File: src/hw/rtl/tccs_pkg.sv
// Shared types, codes and constants of the text console cursor and scroll unit.
package tccs_pkg;

    // Payload field widths
    localparam int OP_W   = 3;
    localparam int CHAR_W = 8;
    localparam int IDX_W  = 11;
    localparam int COL_W  = 6;
    localparam int ROW_W  = 5;
    localparam int VAL_W  = 8;

    // Default screen geometry
    localparam int COLUMNS_DEF = 40;
    localparam int ROWS_DEF    = 30;

    typedef logic [OP_W-1:0]   t_op;
    typedef logic [CHAR_W-1:0] t_char;

    // Request operation codes
    localparam t_op OP_PUT   = 3'd0;
    localparam t_op OP_CLEAR = 3'd1;
    localparam t_op OP_NORM  = 3'd2;
    localparam t_op OP_HIGH  = 3'd3;
    localparam t_op OP_READ  = 3'd4;

    // Character codes with special handling
    localparam t_char CH_NEWLINE = 8'd10;
    localparam t_char CH_BACK    = 8'd8;
    localparam t_char CH_SPACE   = 8'd32;

    // Commands from the controller to the datapath
    typedef struct packed {
        logic capture;      // latch request payload, clear sweep counter
        logic blank_wr;     // write a space at the sweep counter, advance
        logic scrl_prime;   // issue first read of the scroll copy
        logic scrl_step;    // copy one cell up (or blank), issue next read, advance
        logic put_wr;       // write the glyph at the cursor, advance column
        logic nl_step;      // cursor to start of next line
        logic col_zero;     // cursor column to zero
        logic back;         // cursor one cell back
        logic home;         // cursor to top-left, highlight off
        logic hl_on;
        logic hl_off;
        logic cell_rd;      // read the requested cell
        logic load_res;     // load the result register
    } t_cmd;

    // Status from the datapath to the controller
    typedef struct packed {
        t_op  op;
        logic ch_nl;
        logic ch_bs;
        logic ch_drop;
        logic wrap_pend;
        logic last_row;
        logic sweep_end;
        logic out_free;
    } t_stat;

endpackage

File: src/hw/rtl/tccs_ctrl.sv
// Controller state machine: sequences clear sweeps, scrolls, writes and result loads.
module tccs_ctrl (
    input  logic            i_clk,
    input  logic            i_rst_n,
    input  logic            i_in_valid,
    output logic            o_in_ready,
    input  tccs_pkg::t_stat i_stat,
    output tccs_pkg::t_cmd  o_cmd
);
    import tccs_pkg::*;

    localparam logic [2:0] S_INIT  = 3'd0;
    localparam logic [2:0] S_IDLE  = 3'd1;
    localparam logic [2:0] S_DISP  = 3'd2;
    localparam logic [2:0] S_CLEAR = 3'd3;
    localparam logic [2:0] S_SCRL  = 3'd4;
    localparam logic [2:0] S_PUT   = 3'd5;
    localparam logic [2:0] S_DONE  = 3'd6;

    logic [2:0] r_state;
    logic [2:0] n_state;
    logic       printable;

    assign printable  = !i_stat.ch_nl && !i_stat.ch_bs && !i_stat.ch_drop;
    assign o_in_ready = (r_state == S_IDLE);

    // Next state and command decode
    always_comb begin
        n_state = r_state;
        o_cmd   = '0;
        case (r_state)
            S_INIT: begin
                o_cmd.blank_wr = 1'b1;
                if (i_stat.sweep_end) begin
                    n_state = S_IDLE;
                end
            end
            S_IDLE: begin
                if (i_in_valid) begin
                    o_cmd.capture = 1'b1;
                    n_state       = S_DISP;
                end
            end
            S_DISP: begin
                n_state = S_DONE;
                case (i_stat.op)
                    OP_PUT: begin
                        if (i_stat.ch_nl || (printable && i_stat.wrap_pend)) begin
                            if (i_stat.last_row) begin
                                o_cmd.scrl_prime = 1'b1;
                                n_state          = S_SCRL;
                            end else begin
                                o_cmd.nl_step = 1'b1;
                                if (printable) begin
                                    n_state = S_PUT;
                                end
                            end
                        end else if (i_stat.ch_bs) begin
                            o_cmd.back = 1'b1;
                        end else if (printable) begin
                            o_cmd.put_wr = 1'b1;
                        end
                    end
                    OP_CLEAR: begin
                        o_cmd.home = 1'b1;
                        n_state    = S_CLEAR;
                    end
                    OP_NORM:  o_cmd.hl_off  = 1'b1;
                    OP_HIGH:  o_cmd.hl_on   = 1'b1;
                    OP_READ:  o_cmd.cell_rd = 1'b1;
                    default:  ;
                endcase
            end
            S_CLEAR: begin
                o_cmd.blank_wr = 1'b1;
                if (i_stat.sweep_end) begin
                    n_state = S_DONE;
                end
            end
            S_SCRL: begin
                o_cmd.scrl_step = 1'b1;
                if (i_stat.sweep_end) begin
                    o_cmd.col_zero = 1'b1;
                    n_state        = i_stat.ch_nl ? S_DONE : S_PUT;
                end
            end
            S_PUT: begin
                o_cmd.put_wr = 1'b1;
                n_state      = S_DONE;
            end
            S_DONE: begin
                if (i_stat.out_free) begin
                    o_cmd.load_res = 1'b1;
                    n_state        = S_IDLE;
                end
            end
            default: n_state = S_IDLE;
        endcase
    end

    always_ff @(posedge i_clk) begin
        if (!i_rst_n) begin
            r_state <= S_INIT;
        end else begin
            r_state <= n_state;
        end
    end

endmodule

File: config.mk
export PLATFORM = sky130hd
export DESIGN_NAME = tccs_ctrl
export DESIGN_NICKNAME = d
export VERILOG_FILES = /design/src/hw/rtl/tccs_pkg.sv /design/src/hw/rtl/tccs_ctrl.sv
export SDC_FILE = /design/constraint.sdc
export NUM_CORES = 1
export LEC_CHECK = 0
export BUFFER_PORTS_ARGS = -buffer_cell sky130_fd_sc_hd__buf_2
export CAP_MARGIN = 15
export CORE_AREA = 2 2 39 41
export CTS_CLUSTER_DIAMETER = 200
export DETAILED_ROUTE_END_ITERATION = 8
export DIE_AREA = 0 0 41 43
export PLACE_DENSITY_LB_ADDON = 0.2
export SLEW_MARGIN = 20
export SYNTH_ARGS = -nofsm -noshare
export SYNTH_HDL_FRONTEND = slang
export SYNTH_SLANG_ARGS = --single-unit
File: constraint.sdc
create_clock -name i_clk -period 1.11 [get_ports i_clk]
set_input_delay 0.0555 -clock i_clk [delete_from_list [all_inputs] [get_ports i_clk]]
set_output_delay 0.0555 -clock i_clk [all_outputs]
set_load 0.005 [all_outputs]
# After elaboration in Yosys (flattened, before gate mapping)
# Index checks and enable logic that the tools add are counted.
totals:
  ff_bits: 3
  in_bits: 13
  out_inout_bits: 14
classes:
  reduce_logical: 11
  eq_ne: 15
  muxes: 39
op_table:
  columns: ["op", "count"]
  rows:
  - ["1-bit two-way mux", 25]
  - ["3-bit two-way mux", 7]
  - ["3-bit case mux with 7 select lines", 1]
  - ["3-bit by 2-bit == test with 1-bit output, second input constant", 4]
  - ["3-bit == test, second input constant", 4]
  - ["2-bit != test, second input constant", 5]
  - ["3-bit by 1-bit == test with 1-bit output, second input constant", 2]
  - ["3-bit logical NOT", 2]
  - ["2-bit two-way mux", 3]
  - ["3-bit case mux with 2 select lines", 1]
  - ["5-bit two-way mux", 1]
  - ["5-bit AND reduction", 1]
  - ["1-bit logical AND", 3]
  - ["1-bit logical NOT", 3]
  - ["1-bit case mux with 2 select lines", 1]
  - ["2-bit OR reduction", 1]
  - ["1-bit logical OR", 1]

# Logic depth before layout (Yosys ltp)
# Gate-level depths: netlist (run 1).
logic_depth:
  depth_word: 8
  ltp_mapped: 5

# Worst setup path after synthesis (run 1)
# No wires, ideal clock.
synth_path:
  kind: "reg2reg"
  from: "register r_state[0]"
  to: "register r_state[0]"
  required_ns: 1.036
  setup_ns: 0.074
  synth_period_minus_slack_ns: 1.118
  arrival_ns: 1.044
  path_stages_with_launch: 5
  setup_slack_ns: -0.008
  cell_sequence: "dfxtp_1 > or3b_1 > nor2_2 > a21oi_1 > a31oi_1"
synth_via:
  elab_chain_len: 3
  elab_cells_between_ends: 14
synth_lines:
  columns: ["element", "line", "source"]
  rows:
  - ["from (decl)", "tccs_ctrl.sv:20", "logic [2:0] r_state;"]
  - ["from (signal assigned)", "tccs_ctrl.sv:105", "r_state <= n_state;"]
  - ["3-bit by 2-bit == test with 1-bit output (tied with other cells)", "tccs_ctrl.sv:31", "case (r_state)"]
  - ["2-bit != test (no source line)", null, null]
  - ["5-bit AND reduction (no source line)", null, null]
# Several ways; a longest one is shown, not always the timed one.
# A chain may end at the register's enable or synchronous reset.

==> flow_summary.yaml, run 1 <==
logic_synthesis:
  ys_seq_area_frac: 0.1412
  netlist_instances: 61
  synthArstFlopShare: 0
  synth_warnings: 0
  synth_enable_flop_cells: 0
  synth_cell_types: 31
  avgSynthCellArea_um2: 6.974
  synth_ff_type: "dfxtp_1"
  ys_ff_latch: 3
  synth_nets: 74
  synth_area_um2: 425.4
clock_network:
  cts-root-buf: "clkbuf_4"
  cts.clk_slew.worst_paths_ns: 0.04
  cts_buffers: 3
  clock_latency_ns: 0.24
  clock_sinks: 3
  cts_buffer_depth: 2
  cts_max_level: 1
  postCtsHoldBufs: 0
  cts_tree: "built"
setup_path:
  r2r.worst_path.cells: 6
  r2r_start: "r_state[0]"
  critPathRequiredTime_ns: 1.05
  crit_path_end: "o_cmd[1]"
  r2r_slack_ns: -0.21
  crit_type: "reg2out"
  critPathLaunch: "r_state[0]"
  rr_endpoint: "r_state[1]"
  cpMaxStageDelayCell: "or3b_4"
  critPathMaxStageDelay_ns: 0.41
  cp_cell_sequence: "or3b_4 > nor4b_2 > buf_2"
  start_kind: "register"
  cp_max_fo: 4
  crit_arrival_ns: 1.35
  end_kind: "primary output"
placed_design:
  dp_hpwl_um: 1000
  portBuffers: 26
  place_congestion: 0.8444
  placed_cell_area_um2: 650.6
die:
  core_area_um2: 1384
  fp.dieW_um: 41
  die_area_um2: 1763
  rows: 14
  die-height_um: 43
  initial_utilization: 0.3074
  io_pins: 27
drt:
  drc: 0
  drt_first_pass_iters: 4
  wl_per_cell_um: 11.48
  drt-initial-drc-count: 6
  ant_nets: 0
  vias: 623
  wl_um: 1412
  vias_per_cell: 5.065
timing:
  slew_headroom: 0.7731
  finalHoldViolations: 0
  setup_violations: 17
  drv_slew: 0
  rsz0062_at_grt: "true"
  whs_ns: 0.09056
  fmax_ghz: 0.7107
  finalCritPeriodShare: 1.268
  fin_skew_ns: 0.008700
  worst_slew_pin_slew_ns: 0.3378
  period_needed_ns: 1.407
  setup_slack_ns: -0.2971
layout:
  layout_common_cells: "23 x buf_2, 12 x buf_4, 10 x buf_6"
  final_common_cell: "buf_2"
  drive_above_1_share: 0.6449
  seqCellArea_um2: 71.32
  regMostFlops: "r_state"
  area_growth_pct: 99.12
  final_area_um2: 847.1
  largest_registers: "r_state (3)"
  num_antenna_cells: 0
  fill_cells: 130
  multi_input_area_um2: 404.1
  largest_reg_flops: 3
  final_nets: 121
grt:
  grt_overflow: 0
  first_global_vias: 581
  antenna_found_initial: 0
  grt_pass1_wl_um: 2249
  grt_use_total: 0.1775
  grt_max_degree: 11
run_status:
  status: "finished with violations"
  violations: "setup timing"
pwr:
  p_per_area_nw_per_um2: 603.5
  p_leak_nw: 0.4104
  vdd_drop_max_v: 0.0004730
run:
  cap_violations: 0
worst_hold_path:
  hold_class: "in2reg"
area by class of cell:
cell class | count | share of cell area
multi-input cells | 53 | 0.4771
repair buffers | 45 | 0.3752
clock buffers | 4 | 0.03102
inverters | 2 | 0.008863
flip-flops and latches | 3 | 0.08420
well taps | 16 | 0.02363
stage by stage:
stage | power [mW] | utilization | TNS (ns) | worst slack [ns] | cells
after floorplan | 0.1909 | - | 0 | 0.001768 | 61
after global placement | 0.2654 | 0.4702 | -0.3236 | -0.1063 | 112
after detailed placement | 0.2671 | 0.4702 | -0.3647 | -0.1322 | 112
after CTS | 0.4934 | 0.5732 | -2.706 | -0.2992 | 120
after global routing | 0.5380 | 0.6121 | -3.823 | -0.3151 | 123
final | 0.5112 | 0.6121 | -2.940 | -0.2971 | 123
layer usage:
layer  share of wire  track usage  wire (µm)  vias up
met5               0            0          0        -
met4          0.0092      0.05333         13        0
met3           0.045      0.01571         64        2
met2            0.54       0.3188        759       20
met1            0.41       0.2051        574      289
li1                -            -          -      312
worst max-delay path, delay by kind of cell (launching register included):
kind / cells / cell delay (ns)
buffers and inverters: 1 / 0.15
flip-flops: 1 / 0.35
AND/OR/NAND/NOR: 2 / 0.62
how the worst min path moves through the flow:
stage / startpoint / cells after the start / endpoint
after floorplan: i_stat[7] / 1 / o_cmd[2]
after global placement: i_rst_n / 2 / r_state[2]
after detailed placement: i_rst_n / 2 / r_state[2]
after CTS: i_rst_n / 2 / r_state[2]
after global routing: i_rst_n / 2 / r_state[2]
final: i_rst_n / 2 / r_state[2]
kinds of logic (layout without fill, tap and decap cells):
kind of cell	after synthesis	in the layout	share of synthesized area
muxes	1	1	0.02353
and+or+nand+nor	35	35	0.5088
DFF	3	3	0.1412
buffers and inverters	5	51	0.05294
xor gates and xnor gates	1	1	0.02059
AOI/OAI and AO/OA	16	16	0.2529
repair_timing:
item | in CTS | in global routing
gates resized for setup | 25 | 7
setup buffers | 4 | 3
pin swaps | 7 | 8
setup endpoints to repair | 17 | 17
Yosys cell counts, types with 2 or more instances:
| master | n | area (µm²) |
|---|---|---|
| nor3b_2 | 2 | 25.02 |
| a211oi_1 | 2 | 15.01 |
| and2_1 | 4 | 25.02 |
| nand2_1 | 3 | 11.26 |
| dfxtp_1 | 3 | 60.06 |
| nor2b_1 | 4 | 25.02 |
| nor2_1 | 7 | 26.28 |
| a21oi_1 | 2 | 10.01 |
| a31oi_1 | 2 | 12.51 |
| nor3_1 | 4 | 20.02 |
| and3_1 | 2 | 12.51 |
| o21ai_0 | 3 | 15.01 |
| buf_2 | 3 | 15.01 |
| inv_1 | 2 | 7.510 |
| nor3b_1 | 2 | 15.01 |
power breakdown:
| group | total (mW) | internal [mW] | switching, mW |
|---|---|---|---|
| clock network | 0.196 | 0.135 | 0.0614 |
| logic | 0.196 | 0.112 | 0.0840 |
| registers | 0.119 | 0.110 | 0.00837 |
Power figures use the tool's default switching activity.
==> run 2: changes to the inputs <==
--- a/config.mk
+++ b/config.mk
@@ -12,6 +12,7 @@
 export DETAILED_ROUTE_END_ITERATION = 8
 export DIE_AREA = 0 0 41 43
 export PLACE_DENSITY_LB_ADDON = 0.2
+export SETUP_SLACK_MARGIN = 0.1
 export SLEW_MARGIN = 20
 export SYNTH_ARGS = -nofsm -noshare
 export SYNTH_HDL_FRONTEND = slang
==> run 2 against run 1 <==
  * The run still ends with setup timing left
  * Clock skew down 0.0031 ns
  * Non-clock buffer count is 1 lower
  * Combinational power down 5%
  * Die area unchanged
  * Cell area fell by 0.89%
  * Fmax grew 0.65%
  * Count of clock-buffer cells in the layout unchanged
  * Sequential cell count unchanged
  * Critical path type unchanged
==> flow_summary.yaml, run 2 (synthesized netlist as in run 1, its figures left out) <==
die:
  initial_utilization: 0.3074
  io_pins: 27
  die-height_um: 43
  core_area_um2: 1384
  rows: 14
  die_area_um2: 1763
  fp.dieW_um: 41
clock_network:
  cts-root-buf: "clkbuf_4"
  clock_sinks: 3
  cts_buffers: 3
  cts_buffer_depth: 2
  clock_latency_ns: 0.23
  cts.clk_slew.worst_paths_ns: 0.03
  cts_max_level: 1
  cts_tree: "built"
  postCtsHoldBufs: 0
placed_design:
  placed_cell_area_um2: 636.9
  dp_slack_ns: -0.1115
  place_congestion: 0.7817
  dp_hpwl_um: 1025
  portBuffers: 26
pwr:
  vdd_drop_max_v: 0.0003190
  p_leak_nw: 0.4013
  p_per_area_nw_per_um2: 598.3
timing:
  finalCritPeriodShare: 1.259
  fin_skew_ns: 0.005643
  finalHoldViolations: 0
  period_needed_ns: 1.398
  rsz0062_at_grt: "true"
  slew_headroom: 0.8000
  setup_violations: 17
  drv_slew: 0
  worst_slew_pin_slew_ns: 0.2977
  setup_slack_ns: -0.2880
  fmax_ghz: 0.7153
drt:
  ant_nets: 0
  drc: 0
  drt-initial-drc-count: 10
  drt_first_pass_iters: 4
  wl_per_cell_um: 11.80
  wl_um: 1439
  vias_per_cell: 4.984
  vias: 608
grt:
  grt_use_total: 0.1892
  grtUsageMet2: 0.3281
  grt_overflow: 0
  top_usage_layer: "met2"
  grt_use_met1: 0.2197
  grt_max_degree: 9
  grtUsageMet3: 0.01571
  antenna_found_initial: 0
  grt_pass1_wl_um: 2283
  first_global_vias: 588
layout:
  largest_reg_flops: 3
  num_antenna_cells: 0
  final_common_cell: "buf_2"
  final_nets: 120
  post-route-util: 0.6067
  layout_common_cells: "23 x buf_2, 11 x buf_4, 10 x buf_6"
  final_area_um2: 839.6
  fill_cells: 128
  area_growth_pct: 97.35
  regMostFlops: "r_state"
  drive_above_1_share: 0.6321
  largest_registers: "r_state (3)"
setup_path:
  critPathLaunch: "r_state[2]"
  crit_arrival_ns: 1.34
  cp_max_fo: 5
  end_kind: "primary output"
  crit_type: "reg2out"
  r2r_start: "r_state[2]"
  rr_endpoint: "r_state[0]"
  cp_cell_sequence: "or3b_4 > nor4b_2 > buf_2"
  crit_path_end: "o_cmd[1]"
  r2r_slack_ns: -0.15
  cpMaxStageDelayCell: "or3b_4"
  start_kind: "register"
  critPathMaxStageDelay_ns: 0.42
  critPathRequiredTime_ns: 1.05
  r2r.worst_path.cells: 5
run_status:
  violations: "setup timing"
  status: "finished with violations"
run:
  cap_violations: 0
worst_hold_path:
  hold_class: "in2reg"
[run 2: what timing repair did]
item / CTS / global route
buffers inserted: 7 / 2
pin swaps: 5 / 7
setup endpoints to repair: 17 / 17
gates resized for setup: 20 / 10
[run 2: final cells by class]
type,instances,area [µm²],area share
multi-input cells,53,409.1,0.4873
flip-flops and latches,3,66.31,0.07899
well taps,16,20.02,0.02385
clock buffers,4,26.28,0.03130
repair buffers,44,310.3,0.3696
inverters,2,7.507,0.008942
[run 2: stage by stage]
step / cells / hold slack (ns) / setup TNS (ns) / power (mW)
floorplan: 61 / 0.1421 / 0 / 0.1948
global placement: 110 / 0.3143 / -0.3142 / 0.2645
detailed placement: 110 / 0.3180 / -0.3692 / 0.2672
CTS: 121 / 0.07900 / -2.811 / 0.4989
global route: 122 / 0.08709 / -3.932 / 0.5405
finish: 122 / 0.07605 / -2.827 / 0.5023
[run 2: where the power goes]
group / internal (mW) / switching (mW)
combinational: 0.106 / 0.0806
clock: 0.135 / 0.0568
sequential: 0.114 / 0.0100
[run 2: routing by layer]
layer | routed length (µm) | vias up | part of all wire
li1 | - | 309 | -
met1 | 578 | 275 | 0.40
met2 | 771 | 24 | 0.54
met3 | 89 | 0 | 0.062
met4 | 0 | 0 | 0
met5 | 0 | - | 0
[run 2: worst min-delay path by stage]
stage | start | endpoint | slack, ns | cells past startpoint
after global routing | i_rst_n | r_state[2] | 0.09 | 2
after CTS | i_rst_n | r_state[1] | 0.08 | 2
after floorplan | i_stat[7] | o_cmd[2] | 0.14 | 1
final | i_rst_n | r_state[2] | 0.08 | 2
after global placement | i_rst_n | r_state[2] | 0.31 | 2
after detailed placement | i_rst_n | r_state[2] | 0.32 | 2
[run 2: worst max-delay path: cells and delay by family, from the launching register on]
family,cells,cell delay [ns]
buffers and inverters,1,0.14
flip-flops,1,0.35
AND/OR/NAND/NOR,2,0.62
==> run 3: changes to the inputs <==
==> config.mk (replaced) <==
export PLATFORM = sky130hd
export DESIGN_NAME = tccs_ctrl
export DESIGN_NICKNAME = d
export VERILOG_FILES = /design/src/hw/rtl/tccs_pkg.sv /design/src/hw/rtl/tccs_ctrl.sv
export SDC_FILE = /design/constraint.sdc
export NUM_CORES = 1
export LEC_CHECK = 0
export CAP_MARGIN = 15
export CORE_AREA = 2 2 39 41
export CTS_CLUSTER_DIAMETER = 200
export DETAILED_ROUTE_END_ITERATION = 8
export DIE_AREA = 0 0 41 43
export DONT_BUFFER_PORTS = 1
export SETUP_SLACK_MARGIN = 0.1
export SLEW_MARGIN = 10
export SYNTH_ARGS = -nofsm -noshare
export SYNTH_HDL_FRONTEND = slang
export SYNTH_SLANG_ARGS = --single-unit
==> run 3 against run 2 <==
  * The flow still finishes with violations (setup timing)
  * Critical path depth increased by 1
  * Fmax increased by 6.2%
  * Clock power about the same
  * Clock skew decreased by 0.0012 ns
  * First-iteration DRC count decreased by 70%
  * Via count decreased by 13%
  * Count of clock-buffer cells in the layout unchanged
  * Critical endpoint is now o_cmd[12]
  * Largest cell class unchanged
==> flow_summary.yaml, run 3 (synthesized netlist as in run 1, its figures left out) <==
clock_network:
  cts_max_level: 1
  cts-root-buf: "clkbuf_4"
  clock_sinks: 3
  clock_latency_ns: 0.23
  cts_tree: "built"
  cts.clk_slew.worst_paths_ns: 0.04
  cts_buffers: 3
  cts_buffer_depth: 2
pwr:
  switchingPower_mw: 0.1279
  swShare: 0.2821
  p_int_mw: 0.3254
  seqPwrFrac: 0.260
  vdd_drop_max_v: 0.0004060
  p_per_area_nw_per_um2: 652.8
  power_frac_comb: 0.319
  p_leak_nw: 0.2915
  clkPwrFrac: 0.421
setup_path:
  end_kind: "primary output"
  r2r_slack_ns: -0.12
  r2r_start: "r_state[2]"
  critPathRequiredTime_ns: 1.05
  cpMaxStageDelayCell: "dfxtp_4"
  cp_cell_sequence: "buf_4 > buf_4 > nor3b_2 > and2_1"
  start_kind: "register"
  path_delay_family: "flip-flops"
  rr_endpoint: "r_state[1]"
  critPathMaxStageDelay_ns: 0.35
  crit_type: "reg2out"
  cp_max_fo: 10
  worstPathBufferInverterCount: 2
  path_common_cell: "buf_4"
  r2r.worst_path.cells: 5
  crit_arrival_ns: 1.26
placed_design:
  dp_slack_ns: -0.06703
  place_congestion: 0.7335
  dp.cells: 88
  portBuffers: 0
  dp_hpwl_um: 913.4
  placed_cell_area_um2: 536.8
grt:
  grt_pass1_wl_um: 2070
  antenna_found_initial: 0
  grt_use_total: 0.1695
  grt_max_degree: 11
  first_global_vias: 526
  grt_overflow: 0
run_status:
  violations: "setup timing"
  status: "finished with violations"
run:
  cap_violations: 0
timing:
  setup_slack_ns: -0.2064
  slew_headroom: 0.7936
  worst_slew_pin_slew_ns: 0.3072
  drv_slew: 0
  fin_skew_ns: 0.004493
  fmax_ghz: 0.7596
  finalCritPeriodShare: 1.186
  finalHoldViolations: 0
  setup_violations: 17
  period_needed_ns: 1.316
  rsz0062_at_grt: "true"
die:
  die-height_um: 43
  die_area_um2: 1763
  rows: 14
  initial_utilization: 0.3074
  io_pins: 27
  fp.dieW_um: 41
  core_area_um2: 1384
layout:
  fill_cells: 138
  final_common_cell: "buf_4"
  final_nets: 94
  num_antenna_cells: 0
  stdcell_count: 96
  final_area_um2: 694.4
  largest_registers: "r_state (3)"
  layout_common_cells: "14 x buf_4, 6 x nor2_1, 4 x and2_1"
  drive_above_1_share: 0.5000
  area_growth_pct: 63.24
  regMostFlops: "r_state"
  largest_reg_flops: 3
worst_hold_path:
  hold-path-endpoint: "r_state[0]"
  hold_class: "in2reg"
  hold_depth: 3
  worst_hold_startpoint: "i_stat[2]"
drt:
  drc: 0
  drt-initial-drc-count: 3
  drt_first_pass_iters: 4
  vias: 527
  wl_per_cell_um: 14.21
  ant_nets: 0
  wl_um: 1364
  vias_per_cell: 5.490
-- run 3: timing repair --
item,in CTS,in global routing
setup endpoints to repair,17,17
hold buffers,1,0
buffers inserted,1,3
resized for setup,13,12
pin swaps,4,7
hold endpoints to repair,3,0
-- run 3: worst max-delay path by stage --
| stage | depth (start not counted) | slack [ns] | end | startpoint |
|---|---|---|---|---|
| 2_1_floorplan | 4 | 0.03 | r_state[0] | r_state[2] |
| 3_3_place_gp | 4 | -0.06 | r_state[0] | r_state[1] |
| 3_5_place_dp | 4 | -0.07 | r_state[0] | r_state[0] |
| 4_1_cts | 2 | -0.24 | o_cmd[1] | r_state[0] |
| 5_1_grt | 4 | -0.27 | o_cmd[7] | r_state[1] |
| 6_report | 4 | -0.21 | o_cmd[12] | r_state[1] |
-- run 3: per-stage QoR --
stage	hold slack (ns)	utilization	TNS, ns	power (mW)
final	0.05200	0.5018	-2.263	0.4533
after global routing	0.06305	0.5018	-3.271	0.4874
after detailed placement	0.1468	0.3879	-0.1862	0.2294
after global placement	0.1457	0.3879	-0.1358	0.2275
after CTS	0.05996	0.4593	-2.347	0.4509
after floorplan	0.1421	-	0	0.1948
-- run 3: per-layer routing --
| layer | vias to the layer above | track usage | part of all wire |
|---|---|---|---|
| met5 | - | 0 | 0 |
| met4 | 0 | 0.08000 | 0.0088 |
| met3 | 2 | 0.04188 | 0.078 |
| met2 | 22 | 0.2750 | 0.51 |
| met1 | 241 | 0.1955 | 0.40 |
| li1 | 262 | - | - |
-- run 3: power groups by stage --
stage / clock, mW / sequential (mW) / combinational [mW]
2_1_floorplan: 0 / 0.121 / 0.0739
3_3_place_gp: 0 / 0.124 / 0.103
3_5_place_dp: 0 / 0.125 / 0.104
4_1_cts: 0.201 / 0.118 / 0.132
5_1_grt: 0.209 / 0.119 / 0.160
6_report: 0.191 / 0.118 / 0.145
-- run 3: area by class of cell --
class,instances,area [µm²],area share
clock buffer,4,26.28,0.03784
inverter,2,7.507,0.01081
multi-input combinational,53,420.4,0.6054
sequential,3,71.32,0.1027
tap,16,20.02,0.02883
timing repair buffer,18,148.9,0.2144
-- run 3: worst reg2reg max path: stages, from the launching register on --
cell and delay (ns):
dfxtp_4 0.36, buf_4 0.14, buf_6 0.13, a211oi_4 0.20, nor3_2 0.08, a31o_1 0.21
